## config.mk

```make
export PLATFORM = sky130hd
export DESIGN_NAME = sorted_timeout_timer_queue_core
export DESIGN_NICKNAME = d
export VERILOG_FILES = /design/src/hw/rtl/sttq_pkg.sv /design/src/hw/rtl/sorted_timeout_timer_queue_core.sv /design/src/hw/rtl/sttq_slot_mem.sv
export SDC_FILE = /design/constraint.sdc
export NUM_CORES = 2
export LEC_CHECK = 0
export BUFFER_PORTS_ARGS = -buffer_cell sky130_fd_sc_hd__buf_2
export CORE_UTILIZATION = 50
export CTS_CLUSTER_SIZE = 14
export DETAILED_ROUTE_END_ITERATION = 12
export HOLD_SLACK_MARGIN = 0.06
export PLACE_DENSITY = 0.68
export RECOVER_POWER = 25
export SLEW_MARGIN = 25
export SYNTH_ARGS = -nofsm -noshare
export SYNTH_HDL_FRONTEND = slang
export SYNTH_SLANG_ARGS = --single-unit
```

## constraint.sdc

```tcl
create_clock -name clk -period 7.4 [get_ports clk]
set_clock_uncertainty 0.05 [all_clocks]
set_input_delay 1.11 -clock clk [delete_from_list [all_inputs] [get_ports clk]]
set_output_delay 1.11 -clock clk [all_outputs]
set_load 0.01 [all_outputs]
```

## src/hw/rtl/sttq_pkg.sv

```systemverilog
`default_nettype none
// ----------------------------------------------------------------------------
// sttq_pkg
// Types, codes and sizes shared by the sorted timer queue core.
// ----------------------------------------------------------------------------
package sttq_pkg;

  localparam int SLOT_W    = 5;
  localparam int NUM_SLOTS = 1 << SLOT_W;
  localparam int DL_W      = 32;
  localparam int TASK_W    = 6;

  localparam logic [DL_W-1:0] NO_DEADLINE = '1;

  // opcodes
  localparam logic [2:0] OP_ALLOC   = 3'd0;
  localparam logic [2:0] OP_FREE    = 3'd1;
  localparam logic [2:0] OP_INIT    = 3'd2;
  localparam logic [2:0] OP_SETTIME = 3'd3;
  localparam logic [2:0] OP_TICK    = 3'd4;

  // result kinds
  localparam logic [1:0] KIND_ALLOC   = 2'd0;
  localparam logic [1:0] KIND_FAIL    = 2'd1;
  localparam logic [1:0] KIND_EXPIRED = 2'd2;
  localparam logic [1:0] KIND_TASKSW  = 2'd3;

  // register index
  localparam logic CFG_TASK_IDX = 1'b0;

  typedef enum logic [1:0] {
    SL_FREE,
    SL_ALLOC,
    SL_RUN
  } slot_state_t;

  typedef enum logic [3:0] {
    S_IDLE,
    S_DISP,
    S_ALLOC,
    S_UHEAD,
    S_UWALK,
    S_UFIX,
    S_SET,
    S_ICMP,
    S_IW2,
    S_EARLY,
    S_TCMP,
    S_TEND,
    S_TTS
  } fsm_state_t;

  typedef struct packed {
    logic [2:0]  opcode;
    logic [4:0]  slot;
    logic [31:0] delay;
    logic [31:0] payload;
    logic [1:0]  queue_select;
  } in_item_t;

  typedef struct packed {
    logic [1:0]  kind;
    logic [4:0]  slot_out;
    logic [31:0] payload_out;
    logic [1:0]  queue_out;
    logic        last;
  } out_item_t;

  typedef struct packed {
    logic              dl_we;
    logic              link_we;
    logic              pq_we;
    logic [SLOT_W-1:0] addr;
    logic [DL_W-1:0]   dl;
    logic [SLOT_W-1:0] link;
    logic [31:0]       pay;
    logic [1:0]        q;
  } mem_wr_t;

  typedef struct packed {
    logic [DL_W-1:0]   dl;
    logic [SLOT_W-1:0] link;
    logic [31:0]       pay;
    logic [1:0]        q;
  } mem_rd_t;

endpackage
`default_nettype wire

```

## src/hw/rtl/sorted_timeout_timer_queue_core.sv

```systemverilog
`default_nettype none
// ----------------------------------------------------------------------------
// sorted_timeout_timer_queue_core
// Timer slot pool with a deadline-sorted running list and a tick counter.
// ----------------------------------------------------------------------------
// An alloc scans the slots in order for a free one and fails when none is free;
//   settime unlinks a running timer by walking the list, then walks it again to
//   insert in deadline order; a due tick takes each expired timer in list order
//   and may end with a task switch. One item at a time, busy until done;
//   results show one cycle each, the receiver cannot stall.
// Reset (sync, rst_n low): tick 0, only the sentinel runs, task timer reg 32.
module sorted_timeout_timer_queue_core (
  input  wire                      clk,
  input  wire                      rst_n,
  // item channel
  input  wire                      start,
  output logic                     busy,
  input  sttq_pkg::in_item_t       in_item,
  // results
  output logic                     out_valid,
  output sttq_pkg::out_item_t      out_item,
  // configuration
  input  wire                      psel,
  input  wire                      penable,
  input  wire                      pwrite,
  input  wire  [2:0]               paddr,
  input  wire  [31:0]              pwdata,
  output logic [31:0]              prdata,
  output logic                     pready
);
  import sttq_pkg::*;

  fsm_state_t          st_r, st_nxt;
  in_item_t            item_r;
  logic [DL_W-1:0]     tick_r, tick_nxt;
  logic [DL_W-1:0]     early_r, early_nxt;
  logic [SLOT_W-1:0]   head_r, head_nxt;
  logic [DL_W-1:0]     dl_r, dl_nxt;
  logic [SLOT_W-1:0]   cur_r, cur_nxt;
  logic [SLOT_W-1:0]   prev_r, prev_nxt;
  logic                first_r, first_nxt;
  logic                ts_r, ts_nxt;
  logic                pend_v_r, pend_v_nxt;
  out_item_t           pend_r, pend_nxt;
  logic                out_valid_r, out_valid_nxt;
  out_item_t           out_item_r, out_item_nxt;
  logic [TASK_W-1:0]   task_r;

  slot_state_t         slot_st_r [NUM_SLOTS];
  logic                sst_we;
  logic [SLOT_W-1:0]   sst_wa;
  slot_state_t         sst_wd;
  logic [SLOT_W-1:0]   sst_ra;
  slot_state_t         sst_rd;

  logic [SLOT_W-1:0]   rd_addr;
  mem_wr_t             mwr;
  mem_rd_t             mrd;

  // shared deadline comparator
  logic [DL_W-1:0]     cmp_a, cmp_b;
  logic                cmp_le;

  logic                accept;
  logic                cfg_wr;
  logic [SLOT_W-1:0]   item_slot;

  assign accept    = start && !busy;
  assign busy      = (st_r != S_IDLE);
  assign item_slot = item_r.slot;
  assign cmp_le    = (cmp_a <= cmp_b);
  assign sst_ra    = (st_r == S_ALLOC) ? cur_r : item_slot;
  assign sst_rd    = slot_st_r[sst_ra];

  sttq_slot_mem u_mem (
    .clk     (clk),
    .rd_addr (rd_addr),
    .wr      (mwr),
    .rd      (mrd)
  );

  // configuration port
  assign pready = 1'b1;
  assign cfg_wr = psel && penable && pwrite && pready;
  always_comb begin
    prdata = '0;
    if (paddr[2] == CFG_TASK_IDX) begin
      prdata = {{(32-TASK_W){1'b0}}, task_r};
    end
  end

  always_ff @(posedge clk) begin
    if (!rst_n) begin
      task_r <= TASK_W'(NUM_SLOTS);
    end else if (cfg_wr && (paddr[2] == CFG_TASK_IDX)) begin
      task_r <= pwdata[TASK_W-1:0];
    end
  end

  // slot state flops
  always_ff @(posedge clk) begin
    if (!rst_n) begin
      for (int i = 0; i < NUM_SLOTS; i++) begin
        slot_st_r[i] <= (i == 0) ? SL_RUN : SL_FREE;
      end
    end else if (sst_we) begin
      slot_st_r[sst_wa] <= sst_wd;
    end
  end

  always_ff @(posedge clk) begin
    if (!rst_n) begin
      st_r        <= S_IDLE;
      tick_r      <= '0;
      early_r     <= NO_DEADLINE;
      head_r      <= '0;
      pend_v_r    <= 1'b0;
      ts_r        <= 1'b0;
      out_valid_r <= 1'b0;
    end else begin
      st_r        <= st_nxt;
      tick_r      <= tick_nxt;
      early_r     <= early_nxt;
      head_r      <= head_nxt;
      pend_v_r    <= pend_v_nxt;
      ts_r        <= ts_nxt;
      out_valid_r <= out_valid_nxt;
    end
  end

  always_ff @(posedge clk) begin
    if (accept) begin
      item_r <= in_item;
    end
    dl_r       <= dl_nxt;
    cur_r      <= cur_nxt;
    prev_r     <= prev_nxt;
    first_r    <= first_nxt;
    pend_r     <= pend_nxt;
    out_item_r <= out_item_nxt;
  end

  assign out_valid = out_valid_r;
  assign out_item  = out_item_r;

  // comparator operands follow the state only
  always_comb begin
    cmp_a = dl_r;
    cmp_b = mrd.dl;
    case (st_r)
      S_DISP: begin
        cmp_a = early_r;
        cmp_b = tick_r;
      end
      S_TCMP: begin
        cmp_a = mrd.dl;
        cmp_b = tick_r;
      end
      default: ;
    endcase
  end

  always_comb begin
    st_nxt        = st_r;
    tick_nxt      = tick_r;
    early_nxt     = early_r;
    head_nxt      = head_r;
    dl_nxt        = dl_r;
    cur_nxt       = cur_r;
    prev_nxt      = prev_r;
    first_nxt     = first_r;
    ts_nxt        = ts_r;
    pend_v_nxt    = pend_v_r;
    pend_nxt      = pend_r;
    out_valid_nxt = 1'b0;
    out_item_nxt  = out_item_r;
    sst_we        = 1'b0;
    sst_wa        = item_slot;
    sst_wd        = SL_RUN;
    rd_addr       = head_r;
    mwr           = '0;
    mwr.addr      = item_slot;

    case (st_r)
      S_IDLE: begin
        if (accept) begin
          if (in_item.opcode == OP_TICK) begin
            tick_nxt = tick_r + DL_W'(1);
          end
          st_nxt = S_DISP;
        end
      end

      S_DISP: begin
        // slot is 5 bits and the pool has 2^5 slots: no slot is out of range
        st_nxt = S_IDLE;
        case (item_r.opcode)
          OP_ALLOC: begin
            cur_nxt = '0;
            st_nxt  = S_ALLOC;
          end
          OP_FREE: begin
            if (sst_rd != SL_RUN) begin
              sst_we = 1'b1;
              sst_wd = SL_FREE;
            end
          end
          OP_INIT: begin
            mwr.pq_we = 1'b1;
            mwr.pay   = item_r.payload;
            mwr.q     = item_r.queue_select;
          end
          OP_SETTIME: begin
            if (item_slot != '0) begin
              dl_nxt = tick_r + item_r.delay;
              if (sst_rd != SL_RUN) begin
                st_nxt = S_SET;
              end else if (head_r == item_slot) begin
                rd_addr = item_slot;
                st_nxt  = S_UHEAD;
              end else begin
                rd_addr = head_r;
                cur_nxt = head_r;
                st_nxt  = S_UWALK;
              end
            end
          end
          OP_TICK: begin
            if (cmp_le) begin
              rd_addr    = head_r;
              cur_nxt    = head_r;
              ts_nxt     = 1'b0;
              pend_v_nxt = 1'b0;
              st_nxt     = S_TCMP;
            end
          end
          default: begin
            st_nxt = S_IDLE;
          end
        endcase
      end

      S_ALLOC: begin
        if (sst_rd == SL_FREE) begin
          sst_we        = 1'b1;
          sst_wa        = cur_r;
          sst_wd        = SL_ALLOC;
          out_valid_nxt = 1'b1;
          out_item_nxt  = '{kind: KIND_ALLOC, slot_out: cur_r, payload_out: '0,
                            queue_out: '0, last: 1'b1};
          st_nxt        = S_IDLE;
        end else if (cur_r == SLOT_W'(NUM_SLOTS - 1)) begin
          out_valid_nxt = 1'b1;
          out_item_nxt  = '{kind: KIND_FAIL, slot_out: '0, payload_out: '0,
                            queue_out: '0, last: 1'b1};
          st_nxt        = S_IDLE;
        end else begin
          cur_nxt = cur_r + SLOT_W'(1);
        end
      end

      S_UHEAD: begin
        head_nxt = mrd.link;
        st_nxt   = S_SET;
      end

      // cur_r is the node whose link is on the read port
      S_UWALK: begin
        if (mrd.link == item_slot) begin
          rd_addr = item_slot;
          st_nxt  = S_UFIX;
        end else if (cur_r == '0) begin
          st_nxt = S_SET;
        end else begin
          rd_addr = mrd.link;
          cur_nxt = mrd.link;
        end
      end

      S_UFIX: begin
        mwr.link_we = 1'b1;
        mwr.addr    = cur_r;
        mwr.link    = mrd.link;
        st_nxt      = S_SET;
      end

      S_SET: begin
        mwr.dl_we = 1'b1;
        mwr.dl    = dl_r;
        sst_we    = 1'b1;
        sst_wd    = SL_RUN;
        rd_addr   = head_r;
        cur_nxt   = head_r;
        first_nxt = 1'b1;
        st_nxt    = S_ICMP;
      end

      // insert before the first node whose deadline is not below ours;
      // the sentinel always stops the walk
      S_ICMP: begin
        if (cmp_le) begin
          if (first_r) begin
            mwr.link_we = 1'b1;
            mwr.link    = cur_r;
            head_nxt    = item_slot;
            early_nxt   = dl_r;
            st_nxt      = S_IDLE;
          end else begin
            mwr.link_we = 1'b1;
            mwr.addr    = prev_r;
            mwr.link    = item_slot;
            st_nxt      = S_IW2;
          end
        end else begin
          prev_nxt  = cur_r;
          cur_nxt   = mrd.link;
          rd_addr   = mrd.link;
          first_nxt = 1'b0;
        end
      end

      S_IW2: begin
        mwr.link_we = 1'b1;
        mwr.link    = cur_r;
        rd_addr     = head_r;
        st_nxt      = S_EARLY;
      end

      S_EARLY: begin
        early_nxt = mrd.dl;
        st_nxt    = S_IDLE;
      end

      // at most NUM_SLOTS-1 timers can be due; the walk stops at the sentinel or the first timer not yet due
      S_TCMP: begin
        if ((cur_r != '0) && cmp_le) begin
          sst_we = 1'b1;
          sst_wa = cur_r;
          sst_wd = SL_ALLOC;
          if ({1'b0, cur_r} == task_r) begin
            ts_nxt = 1'b1;
          end else begin
            if (pend_v_r) begin
              out_valid_nxt = 1'b1;
              out_item_nxt  = pend_r;
            end
            pend_v_nxt = 1'b1;
            pend_nxt   = '{kind: KIND_EXPIRED, slot_out: cur_r, payload_out: mrd.pay,
                           queue_out: mrd.q, last: 1'b0};
          end
          rd_addr = mrd.link;
          cur_nxt = mrd.link;
        end else begin
          head_nxt  = cur_r;
          early_nxt = mrd.dl;
          st_nxt    = S_TEND;
        end
      end

      S_TEND: begin
        st_nxt = S_IDLE;
        if (pend_v_r) begin
          out_valid_nxt     = 1'b1;
          out_item_nxt      = pend_r;
          out_item_nxt.last = !ts_r;
          pend_v_nxt        = 1'b0;
          if (ts_r) begin
            st_nxt = S_TTS;
          end
        end else if (ts_r) begin
          out_valid_nxt = 1'b1;
          out_item_nxt  = '{kind: KIND_TASKSW, slot_out: task_r[SLOT_W-1:0],
                            payload_out: '0, queue_out: '0, last: 1'b1};
        end
      end

      S_TTS: begin
        out_valid_nxt = 1'b1;
        out_item_nxt  = '{kind: KIND_TASKSW, slot_out: task_r[SLOT_W-1:0],
                          payload_out: '0, queue_out: '0, last: 1'b1};
        st_nxt        = S_IDLE;
      end

      default: begin
        st_nxt = S_IDLE;
      end
    endcase
  end

  // the sentinel never leaves the running list
  a_sentinel_run: assert property (@(posedge clk) disable iff (!rst_n)
    slot_st_r[0] == SL_RUN)
    else $error("sentinel slot left running state");

  // an empty list means no pending deadline
  a_empty_early: assert property (@(posedge clk) disable iff (!rst_n)
    (st_r == S_IDLE && head_r == '0) |-> (early_r == NO_DEADLINE))
    else $error("earliest deadline out of step with empty list");

  // the last result of an item is never followed at once by another
  a_last_gap: assert property (@(posedge clk) disable iff (!rst_n)
    (out_valid && out_item.last) |=> !out_valid)
    else $error("result right after a final result");

  // an accepted item makes the core busy
  a_busy: assert property (@(posedge clk) disable iff (!rst_n)
    (start && !busy) |=> busy)
    else $error("accepted item did not raise busy");

  // a pending expiry is always flushed before the core goes idle
  a_pend_flush: assert property (@(posedge clk) disable iff (!rst_n)
    (st_r == S_IDLE) |-> !pend_v_r)
    else $error("expiry result left pending");

endmodule
`default_nettype wire

```

## src/hw/rtl/sttq_slot_mem.sv

```systemverilog
`default_nettype none
// ----------------------------------------------------------------------------
// sttq_slot_mem
// Per-slot deadline, link, payload and queue storage. One write and one
// registered read per cycle. Slot 0 is the sentinel: it reads back with
// deadline all ones and link 0, whatever the arrays hold.
// ----------------------------------------------------------------------------
module sttq_slot_mem (
  input  wire                          clk,
  input  wire  [sttq_pkg::SLOT_W-1:0]  rd_addr,
  input  sttq_pkg::mem_wr_t            wr,
  output sttq_pkg::mem_rd_t            rd
);
  import sttq_pkg::*;

  logic [DL_W-1:0]   dl_mem   [NUM_SLOTS];
  logic [SLOT_W-1:0] link_mem [NUM_SLOTS];
  logic [31:0]       pay_mem  [NUM_SLOTS];
  logic [1:0]        q_mem    [NUM_SLOTS];

  logic [DL_W-1:0]   dl_r;
  logic [SLOT_W-1:0] link_r;
  logic [31:0]       pay_r;
  logic [1:0]        q_r;
  logic              zero_r;

  always_ff @(posedge clk) begin
    if (wr.dl_we) begin
      dl_mem[wr.addr] <= wr.dl;
    end
    if (wr.link_we) begin
      link_mem[wr.addr] <= wr.link;
    end
    if (wr.pq_we) begin
      pay_mem[wr.addr] <= wr.pay;
      q_mem[wr.addr]   <= wr.q;
    end
  end

  always_ff @(posedge clk) begin
    dl_r   <= dl_mem[rd_addr];
    link_r <= link_mem[rd_addr];
    pay_r  <= pay_mem[rd_addr];
    q_r    <= q_mem[rd_addr];
    zero_r <= (rd_addr == '0);
  end

  assign rd.dl   = zero_r ? NO_DEADLINE : dl_r;
  assign rd.link = zero_r ? '0 : link_r;
  assign rd.pay  = pay_r;
  assign rd.q    = q_r;

endmodule
`default_nettype wire
```

==> report_table.html <==
<table>
<tr><th>Metric</th><th>Value</th></tr>
<tr><th colspan="2">Synthesis</th></tr>
<tr><td>Fraction of registers with async set or reset after synthesis</td><td>0%</td></tr>
<tr><td>Most instantiated library cell after synthesis</td><td>sky130_fd_sc_hd__edfxtp_1</td></tr>
<tr><td>Post-synthesis register bit count</td><td>2688</td></tr>
<tr><td>Syn_area_per_cell</td><td>15.3 sq um</td></tr>
<tr><td>Leading cell types by count after synthesis</td><td>2534 x sky130_fd_sc_hd__edfxtp_1, 1447 x sky130_fd_sc_hd__mux2i_1, 376 x sky130_fd_sc_hd__clkbuf_1</td></tr>
<tr><td>Dominant register cell in the synthesized netlist</td><td>sky130_fd_sc_hd__edfxtp_1</td></tr>
<tr><td>Area share of the largest cell type after synthesis</td><td>68.9%</td></tr>
<tr><td>Number of warnings issued by yosys</td><td>0</td></tr>
<tr><td>Main area contributors after synthesis</td><td>sky130_fd_sc_hd__edfxtp_1 69%, sky130_fd_sc_hd__mux2i_1 13%, sky130_fd_sc_hd__dfxtp_1 2.8%, sky130_fd_sc_hd__o21ai_0 1.7%, sky130_fd_sc_hd__a21oi_1 1.6%</td></tr>
<tr><td>Unique masters post-synth</td><td>81</td></tr>
<tr><td>Largest area contributor in the netlist</td><td>sky130_fd_sc_hd__edfxtp_1</td></tr>
<tr><td>Synth Instances</td><td>7220</td></tr>
<tr><td>Number of enable flip-flop cells after synthesis</td><td>2534</td></tr>
<tr><td>Mapped cell area</td><td>110000 sq um</td></tr>
<tr><td>Portion of the post-synthesis area used by sequential elements</td><td>71.7%</td></tr>
<tr><th colspan="2">Die</th></tr>
<tr><td>Initial Utilization</td><td>50.3%</td></tr>
<tr><td>I/O pin cnt</td><td>192</td></tr>
<tr><td>DIE HEIGHT</td><td>472 um</td></tr>
<tr><td>Placement row count</td><td>172</td></tr>
<tr><td>Core outline area</td><td>220000 sq um</td></tr>
<tr><td>Full die area</td><td>223000 sq um</td></tr>
<tr><td>Die Wd</td><td>472 um</td></tr>
<tr><th colspan="2">Outcome</th></tr>
<tr><td>Status</td><td>finished, violations left</td></tr>
<tr><td>Violated checks</td><td>max-capacitance violations, max-slew violations</td></tr>
<tr><th colspan="2">Clocking</th></tr>
<tr><td>Root Driver</td><td>sky130_fd_sc_hd__clkbuf_16</td></tr>
<tr><td>Clock tree from TritonCTS</td><td>yes</td></tr>
<tr><td>Clock network latency to the later pin of the worst-skew pair</td><td>0.94 ns</td></tr>
<tr><td>TritonCTS buffer count</td><td>292</td></tr>
<tr><td>Clock sink total</td><td>2688</td></tr>
<tr><td>H-tree Lvls</td><td>5</td></tr>
<tr><td>Clock-pin slew on the worst setup and hold paths</td><td>0.06 ns</td></tr>
<tr><td>Max Root-Sink Buffers</td><td>4</td></tr>
<tr><td>Post-CTS Setup Repair Bufs</td><td>0</td></tr>
<tr><th colspan="2">Global route</th></tr>
<tr><td>First-pass GRT wire length</td><td>411000 um</td></tr>
<tr><td>Pin count of the biggest net entering global routing</td><td>93</td></tr>
<tr><td>Total routing resource utilization after global routing</td><td>24.8%</td></tr>
<tr><td>Total gr overflow</td><td>0</td></tr>
<tr><td>Number of antenna violations at the first check in global routing</td><td>11</td></tr>
<tr><td>Number of global-route vias before repair</td><td>63108</td></tr>
<tr><th colspan="2">Timing</th></tr>
<tr><td>Fin crit share</td><td>95.6%</td></tr>
<tr><td># setup viols final</td><td>0</td></tr>
<tr><td>Actual transition at the worst max-transition pin</td><td>3.62 ns</td></tr>
<tr><td>Max transition margin</td><td>-141%</td></tr>
<tr><td>Final hold violations</td><td>0</td></tr>
<tr><td>Setup TNS</td><td>0 ns</td></tr>
<tr><td>Setup repair after global routing missed its margin</td><td>no</td></tr>
<tr><td>Tmin final</td><td>7.08 ns</td></tr>
<tr><td>Maximum clock frequency</td><td>141 MHz</td></tr>
<tr><td>Pins over their slew limit</td><td>936</td></tr>
<tr><th colspan="2">Route</th></tr>
<tr><td>Mean routed wirelength per cell</td><td>26.6 um</td></tr>
<tr><td>Detailed Routing Iterations Pass 1</td><td>8</td></tr>
<tr><td>Via count of the routed design</td><td>64755</td></tr>
<tr><td>Number of remaining DRC errors</td><td>0</td></tr>
<tr><td>Number of nets with antenna violations after detailed routing</td><td>0</td></tr>
<tr><td>Iteration-0 DRC count of the detailed router</td><td>7271</td></tr>
<tr><td>Aggregate routed wire length</td><td>281000 um</td></tr>
<tr><td>Drt via density</td><td>6.12</td></tr>
<tr><th colspan="2">Power and ir drop</th></tr>
<tr><td>Proportion of power drawn by flip-flops and latches</td><td>48.5%</td></tr>
<tr><td>Cell-internal power</td><td>26.7 mW</td></tr>
<tr><td>Static leakage power</td><td>49.6 nW</td></tr>
<tr><td>Combinational power share</td><td>13.1%</td></tr>
<tr><td>Power dissipated by switching net loads</td><td>9.11 mW</td></tr>
<tr><td>Overall power</td><td>35.8 mW</td></tr>
<tr><td>P per Cell Area</td><td>284 nW/um^2</td></tr>
<tr><td>Sw Ratio</td><td>25.5%</td></tr>
<tr><td>Peak supply drop</td><td>203 uV</td></tr>
<tr><td>Relative contribution of the clock network to total power</td><td>38.4%</td></tr>
<tr><th colspan="2">Setup path</th></tr>
<tr><td>Critical path startpoint category</td><td>flip-flop</td></tr>
<tr><td>Slowest cell on the critical path</td><td>sky130_fd_sc_hd__or4_1</td></tr>
<tr><td>Required time of the critical path</td><td>8.12 ns</td></tr>
<tr><td>Worst Setup End Kind</td><td>flip-flop</td></tr>
<tr><td>Arrival @ worst endpoint</td><td>7.79 ns</td></tr>
<tr><td>Buffers and inverters on the worst path</td><td>6</td></tr>
<tr><td>Worst-path fanout max</td><td>45</td></tr>
<tr><td>Cell seen most often among critical-path stages</td><td>sky130_fd_sc_hd__buf_4</td></tr>
<tr><td>Kind of cell with the highest combined delay on the critical path</td><td>simple AND/OR/NAND/NOR gates</td></tr>
<tr><td>Kind of critical path</td><td>flip-flop to flip-flop</td></tr>
<tr><td>Maximum cell stage delay along the critical path</td><td>0.59 ns</td></tr>
<tr><th colspan="2">Placement</th></tr>
<tr><td>Post-Place Cells</td><td>10076</td></tr>
<tr><td>Hpwl dp</td><td>159000 um</td></tr>
<tr><td>GP Congestion</td><td>0.892</td></tr>
<tr><td>IO Port Bufs</td><td>136</td></tr>
<tr><th colspan="2">Finish</th></tr>
<tr><td>Final Non-Filler Cells</td><td>10587</td></tr>
<tr><td>Net total in the final layout</td><td>7685</td></tr>
<tr><td>Post-synthesis to final-layout area growth</td><td>14.1%</td></tr>
<tr><td>Fraction of layout cells with a size suffix above 1</td><td>11.7%</td></tr>
<tr><th colspan="2">Run</th></tr>
<tr><td>Max Cap Viol</td><td>30</td></tr>
<tr><th colspan="2">Hold path</th></tr>
<tr><td>Path category of the worst min-delay check</td><td>input pin to flip-flop</td></tr>
</table>
-- flip-flops by register name, indices dropped and copies added (netlist names), 6 cells and up --
register	flops
u_mem.q_mem	64
task_r	6
u_mem.pay_mem	1024
item_r	69
u_mem.dl_mem	1024
tick_r	32
u_mem.pay_r	32
early_r	32
u_mem.link_mem	160
out_item	42
dl_r	32
slot_st_r	64
u_mem.dl_r	32
pend_r	39
-- layout by cell type, fill, tap and decap left out, drive strengths merged, types with 9 or more instances in the layout --
master and count:
or4 70, inv 35, xor2 12, o211ai 45, xnor2 61, nand2 196
o22ai 155, clkinv 68, nor4 15, a221o 33, a21oi 359, mux2 10
or3 10, nor3 95, o21ai 408, a31oi 14, nand2b 19, and3 14
clkbuf 479, a21o 15, nand4 20, dfxtp 154, nor2b 47, a32oi 9
edfxtp 2534, mux2i 1449, nor2 300, buf 382, nand3 322, and2 141
bufinv 14, or2 10, a22oi 13, conb 27, ha 67, a21boi 9
-- metrics by stage --
stage	setup slack, ns	utilization [%]	cell area [sq um]	hold slack (ns)
floorplan	0.00703	-	111000	0.336
global placement	0.372	53.4	117000	0.336
detailed placement	0.330	53.4	117000	0.339
CTS	0.276	57.4	126000	0.234
global route	0.0637	57.4	126000	0.251
finish	0.323	57.4	126000	0.294
-- power groups by stage --
stage | clock, mW | combinational [mW] | sequential, mW
5_1_grt | 14.5 | 5.05 | 17.4
6_report | 13.7 | 4.70 | 17.4
4_1_cts | 13.9 | 4.67 | 17.3
3_3_place_gp | 0 | 4.60 | 17.7
2_1_floorplan | 0 | 2.90 | 17.4
3_5_place_dp | 0 | 4.65 | 17.7
-- metal layers --
| metal | part of all wire [%] | GRT usage, % | up-vias |
|---|---|---|---|
| li1 | - | - | 28460 |
| met1 | 42 | 34.7 | 32964 |
| met2 | 47 | 39.7 | 2796 |
| met3 | 8.0 | 4.12 | 535 |
| met4 | 2.8 | 7.57 | 0 |
| met5 | 0 | 0 | - |
-- worst paths after layout --
kind                    from              end  slack, ns  cells after the start
max reg2reg          st_r[1]  u_mem.pay_r[21]       0.32                     25
min              in_item[23]       item_r[23]       0.29                      1
max                  st_r[1]  u_mem.pay_r[21]       0.32                     25
min reg2reg  u_mem.pay_r[29]       pend_r[32]       0.35                      0
-- cells by family (layout without fill, tap and decap cells) --
kind of cell / Yosys count / in the layout / share of synthesized area, %
compound gates: 1127 / 1127 / 5.90
xor+xnor: 73 / 73 / 0.579
fa+ha+maj: 68 / 68 / 0.777
buf+inv: 519 / 983 / 1.94
flops: 2688 / 2688 / 71.7
mux: 1461 / 1461 / 13.3
other cells: 2 / 34 / 0.00680
simple gates: 1282 / 1282 / 5.80
-- timing repair --
action	CTS	global route
endpoints found under the setup margin	0	3
gates resized for setup	0	2
hold buffers	0	0
-- layout make-up --
class,instances,area (sq um)
fillers,16653,93500
inverters,29,109
clock inverters,93,842
repair buffers,453,4270
well taps,2871,3590
clock buffers,408,8060
flip-flops and latches,2688,79200
multi-input cells,4038,29900
diodes,7,17.5
(Power assumes the default switching activity.)
